===== src/design/rahs_ram.sv =====
// generic single-port-write, single-read ram with registered read
module rahs_ram #(
  parameter int WIDTH = 32,
  parameter int DEPTH = 64
) (
  input  logic                     clk,
  input  logic                     we,
  input  logic [$clog2(DEPTH)-1:0] waddr,
  input  logic [WIDTH-1:0]         wdata,
  input  logic [$clog2(DEPTH)-1:0] raddr,
  output logic [WIDTH-1:0]         rdata
);
  logic [WIDTH-1:0] mem [DEPTH];

  always_ff @(posedge clk) begin
    if (we) begin
      mem[waddr] <= wdata;
    end
    rdata <= mem[raddr];
  end
endmodule


===== config.mk =====
export PLATFORM = sky130hd
export DESIGN_NAME = rahs_ram
export DESIGN_NICKNAME = d
export VERILOG_FILES = /design/src/design/rahs_ram.sv
export SDC_FILE = /design/constraint.sdc
export NUM_CORES = 2
export LEC_CHECK = 0
export BUFFER_PORTS_ARGS = -buffer_cell sky130_fd_sc_hd__buf_2
export CORE_UTILIZATION = 57
export CTS_CLUSTER_SIZE = 16
export DETAILED_ROUTE_END_ITERATION = 6
export PLACE_DENSITY = 0.76
export SYNTH_ARGS = -nofsm -noshare
export SYNTH_HDL_FRONTEND = slang
export SYNTH_SLANG_ARGS = --single-unit
export TNS_END_PERCENT = 10

===== constraint.sdc =====
create_clock -name clk -period 3.3 [get_ports clk]
set_input_delay 0.33 -clock clk [delete_from_list [all_inputs] [get_ports clk]]
set_output_delay 0.33 -clock clk [all_outputs]
set_load 0.02 [all_outputs]

# Yosys cells after proc, flatten, opt, wreduce, memory -nomap -nowiden
# Memories as Yosys holds them, arrays and structs flattened. A register that Yosys moved wholly into a read port is not among the register bits.
# Index checks and enable logic that the tools add are counted.
# W data, S select, Z words.
dict set report totals {
  regBits 0
  ram_bits 2048
  memories 1
}
dict set report classes {
  muxes 2
}
# memory words word_bits read_ports rd_ports_with_merged_regs write_ports line
set memory_table {}
lappend memory_table {mem 64 32 1 1 1 13} ;# logic [WIDTH-1:0] mem [DEPTH];
# op count
set ops {}
lappend ops {{$mux W1} 2}

# Depth between registers and ports, before layout
dict set report depth {
  depth_word 2
  mapped_depth 10
}

# Least setup slack after synthesis
# No wires, ideal clock.
dict set report synth_path {
  path_type {in2reg}
  from {input port waddr[3]}
  to {memory mem[48][0], enable pin}
  arrival_ns 3.029
  path_slack_ns -0.190
  stages 4
  path_buffers 1
  path_cell_list {clkbuf_1 nor2b_1 nand4b_1 nor3_1}
}
# item line
set synth_lines {}
lappend synth_lines {{start, declared} 8} ;# input logic [$clog2(DEPTH)-1:0] waddr,
lappend synth_lines {{end, declared} 13}
# Straight into the memory's write port.

==> run metrics <==
std cell rows=135; DRC errors left=0; mux cell area share after synthesis=16.8%; Logic pwr share=5.1%; clock slew at reported path FFs=60 ps; internal power=43.6 mW; TNS Setup=0 ps; final core utilization=65.8%; Period minus WS final=2180 ps; GR Overflow Total=0; hold_buf cts=0; post-layout instance area=0.0896 mm^2; Synth Register Bits=2,080; Worst R2R Setup Slack=1240 ps; Synth cell types=34; fin cells=5,571; switching power share of the total=21.1%; Die Wd=373 um; dpl cell area=0.0830 mm^2; Simple-Gate Fraction of Synth Area=1.27%; drt first pass iters=6; Sw Pwr=11.7 mW; main combinational cell family by area after synthesis=multiplexers; Top-Level Pins=78; syn_nets=3,370; Fillers=8,217; H-tree Lvls=4; Setup CP Type=input pin to register; PostCTS Resize Cnt=0; max-cap violations=0; Multi-input gate area=0.0160 mm^2; CP arrival=2920 ps; vias=38,600; clk_lat worst skew=820 ps; Final Skew=26.7 ps; CTS tree=yes; Slew @ Worst Pin=1270 ps; share of cells above drive strength 1=31.5%; largest net degree at the start of global routing=65; crit path max fanout=35; Vias/cell=6.92; final WL=204 mm; Slew Limit Fails=0; Post-CTS Setup Bufs=0; Pwr Density=617 mW/mm^2; dpl hpwl=110 mm; routed length per placed instance=36.7 um; Post-Synth Adder-Cell Area=0%; synthesized instance count=3,324; Hold Crit Start=raddr[4]; Worst R2R Path Depth=4; register area share after synthesis=79.1%; RSZ-0062 raised after global routing=false; Setup-failing EPs final=0; endpoints failing hold=0; Initial Util=57.7%; asr flop ratio synth=0%; Synth area leaders=edfxtp_1, mux4_2, mux2i_1; CP Capture Type=register; CTS Root Cell=clkbuf_16; fmax=0.459 GHz; CP Data Required Time=4040 ps; worst hold path depth=4; first-pass GRT wire length=289 mm; core area=0.136 mm^2; Seq pwr share=53.2%; die extent in y=373 um; max_slew headroom=15.6%; Post-DRT Antenna Nets=0; DRC violation total after the first TritonRoute iteration=5,178; XOR/XNOR Fraction of Synth Area=0%; status=completed; Tcrit/Tclk final=66.0%; synthesized area per cell=23.6 um^2; Inserted Clock Buffers=193; routability-driven placement congestion ratio=0.829; hold endpoint=rdata[27]$_DFF_P_; total track usage=29.7%; cell accounting for the most synthesized area=edfxtp_1; clock power share=41.7%; vias in the first global route=39,500; nets@finish=3,663; Peak VDD IR=690 uV; I/O Buffers=77; Lkg Pwr=28.1 nW; Inst Count DP=5,203; Hold Path Class=input pin to register; Mapped Area=0.0785 mm^2; register area=0.0621 mm^2; top_reg_cell synth=edfxtp_1; compound-gate portion of the synthesized area=1.67%; Post-synth EDFFs=2,048; Die Area=0.139 mm^2; R2R Path End=rdata[12]$_DFF_P_; Longest Clk Path Bufs=3; area share of the leading cell type in the synthesized netlist=78.3%; Area growth syn-to-layout=14.1%; crit path launch type=input pin; initial antenna violation count=9; Ys Warns=0; Pwr Total=55.3 mW; worst r2r src=mem[47][12]$_DFFE_PP_; clock sinks=2,080
layer usage:
| metal | wire [um] | track usage, % | vias up |
|---|---|---|---|
| met5 | 29 | 0 | - |
| met4 | 11800 | 16.1 | 6 |
| met3 | 22300 | 5.65 | 534 |
| met2 | 99500 | 47.3 | 2948 |
| met1 | 70600 | 39.2 | 20200 |
| li1 | - | - | 14900 |
cells in the mapped netlist (all sizes together) (3+ instances only):
| master | number |
|---|---|
| mux4 | 544 |
| nand3 | 5 |
| o221ai | 27 |
| nand2 | 26 |
| or3b | 5 |
| o32ai | 4 |
| edfxtp | 2048 |
| buf | 108 |
| dfxtp | 32 |
| a22oi | 12 |
| nor3 | 7 |
| nor2 | 137 |
| o22ai | 84 |
| clkbuf | 74 |
| or2 | 3 |
| nand3b | 5 |
| nor2b | 15 |
| a311oi | 8 |
| and3 | 4 |
| nand2b | 8 |
| mux2i | 93 |
| or3 | 3 |
| a41o | 4 |
| a21oi | 62 |
state kept, by name, indices dropped and copies added, names as in the netlist:
name,cells
mem,2048
rdata,32
how the worst max path moves through the flow:
stage | startpoint | end | slack [ps] | cells after the start
2_1_floorplan | waddr[3] | mem[49][0]$_DFFE_PP_ | -180 | 4
3_3_place_gp | raddr[0] | rdata[8]$_DFF_P_ | 400 | 8
3_5_place_dp | raddr[0] | rdata[8]$_DFF_P_ | 340 | 8
4_1_cts | raddr[0] | rdata[8]$_DFF_P_ | 1190 | 8
5_1_grt | raddr[1] | rdata[28]$_DFF_P_ | 1130 | 9
6_report | raddr[1] | rdata[28]$_DFF_P_ | 1120 | 9
placed cells by master, fill, tap and decap left out, types with 8 or more instances in the layout:
| cell | synthesis | routed |
|---|---|---|
| clkbuf_8 | 0 | 9 |
| clkbuf_1 | 74 | 34 |
| dfxtp_1 | 32 | 32 |
| clkinv_2 | 0 | 41 |
| a311oi_1 | 8 | 8 |
| nor2_1 | 137 | 75 |
| buf_12 | 0 | 60 |
| clkbuf_16 | 0 | 195 |
| o221ai_1 | 27 | 27 |
| nor2b_1 | 15 | 15 |
| nand2_1 | 26 | 26 |
| mux2i_1 | 93 | 93 |
| a21oi_1 | 62 | 62 |
| a22oi_1 | 12 | 12 |
| buf_4 | 25 | 144 |
| clkinv_1 | 0 | 30 |
| buf_2 | 57 | 73 |
| mux4_2 | 544 | 544 |
| o22ai_1 | 84 | 84 |
| edfxtp_1 | 2048 | 2048 |
| nor2_4 | 0 | 62 |
| bufinv_16 | 0 | 28 |
critical path: stages:
cell      delay [ps]
buf_8            330
buf_12           290
buf_4            270
nand2b_1         130
buf_4            380
o22ai_1          170
nor2_1           540
a21oi_1          270
nor2_1           140
cells by family (layout without fill, tap and decap cells):
kind of cell / count (synthesis) / in the layout
flip-flops: 2080 / 2080
multiplexers: 637 / 637
AND/OR/NAND/NOR: 223 / 223
AO/OA/AOI/OAI: 202 / 202
buffers and inverters: 182 / 642
other: 0 / 6
power by group through the flow:
stage / Combinational (mW) / Clock, mW / Sequential (mW)
6_report: 2.82 / 23.1 / 29.4
5_1_grt: 2.91 / 24.1 / 29.4
4_1_cts: 2.81 / 23.2 / 29.4
3_5_place_dp: 2.76 / 0 / 29.9
3_3_place_gp: 2.70 / 0 / 29.9
2_1_floorplan: 1.42 / 0 / 29.9
final cells by class:
type	instances	share of cell area (%)
clock buffers	238	5.73
flip-flops and latches	2080	69.3
repair buffers	280	3.00
multi-input cells	1062	17.8
well taps	1781	2.49
diodes	6	0.0168
clock inverters	124	1.59
metrics by stage:
step	hold WS, ps	worst slack (ps)
after CTS	58.0	1190
after detailed placement	725	337
after global placement	697	403
after global routing	115	1130
final	117	1120
after floorplan	429	-183
Note: power is estimated with default switching activity, not from simulation.
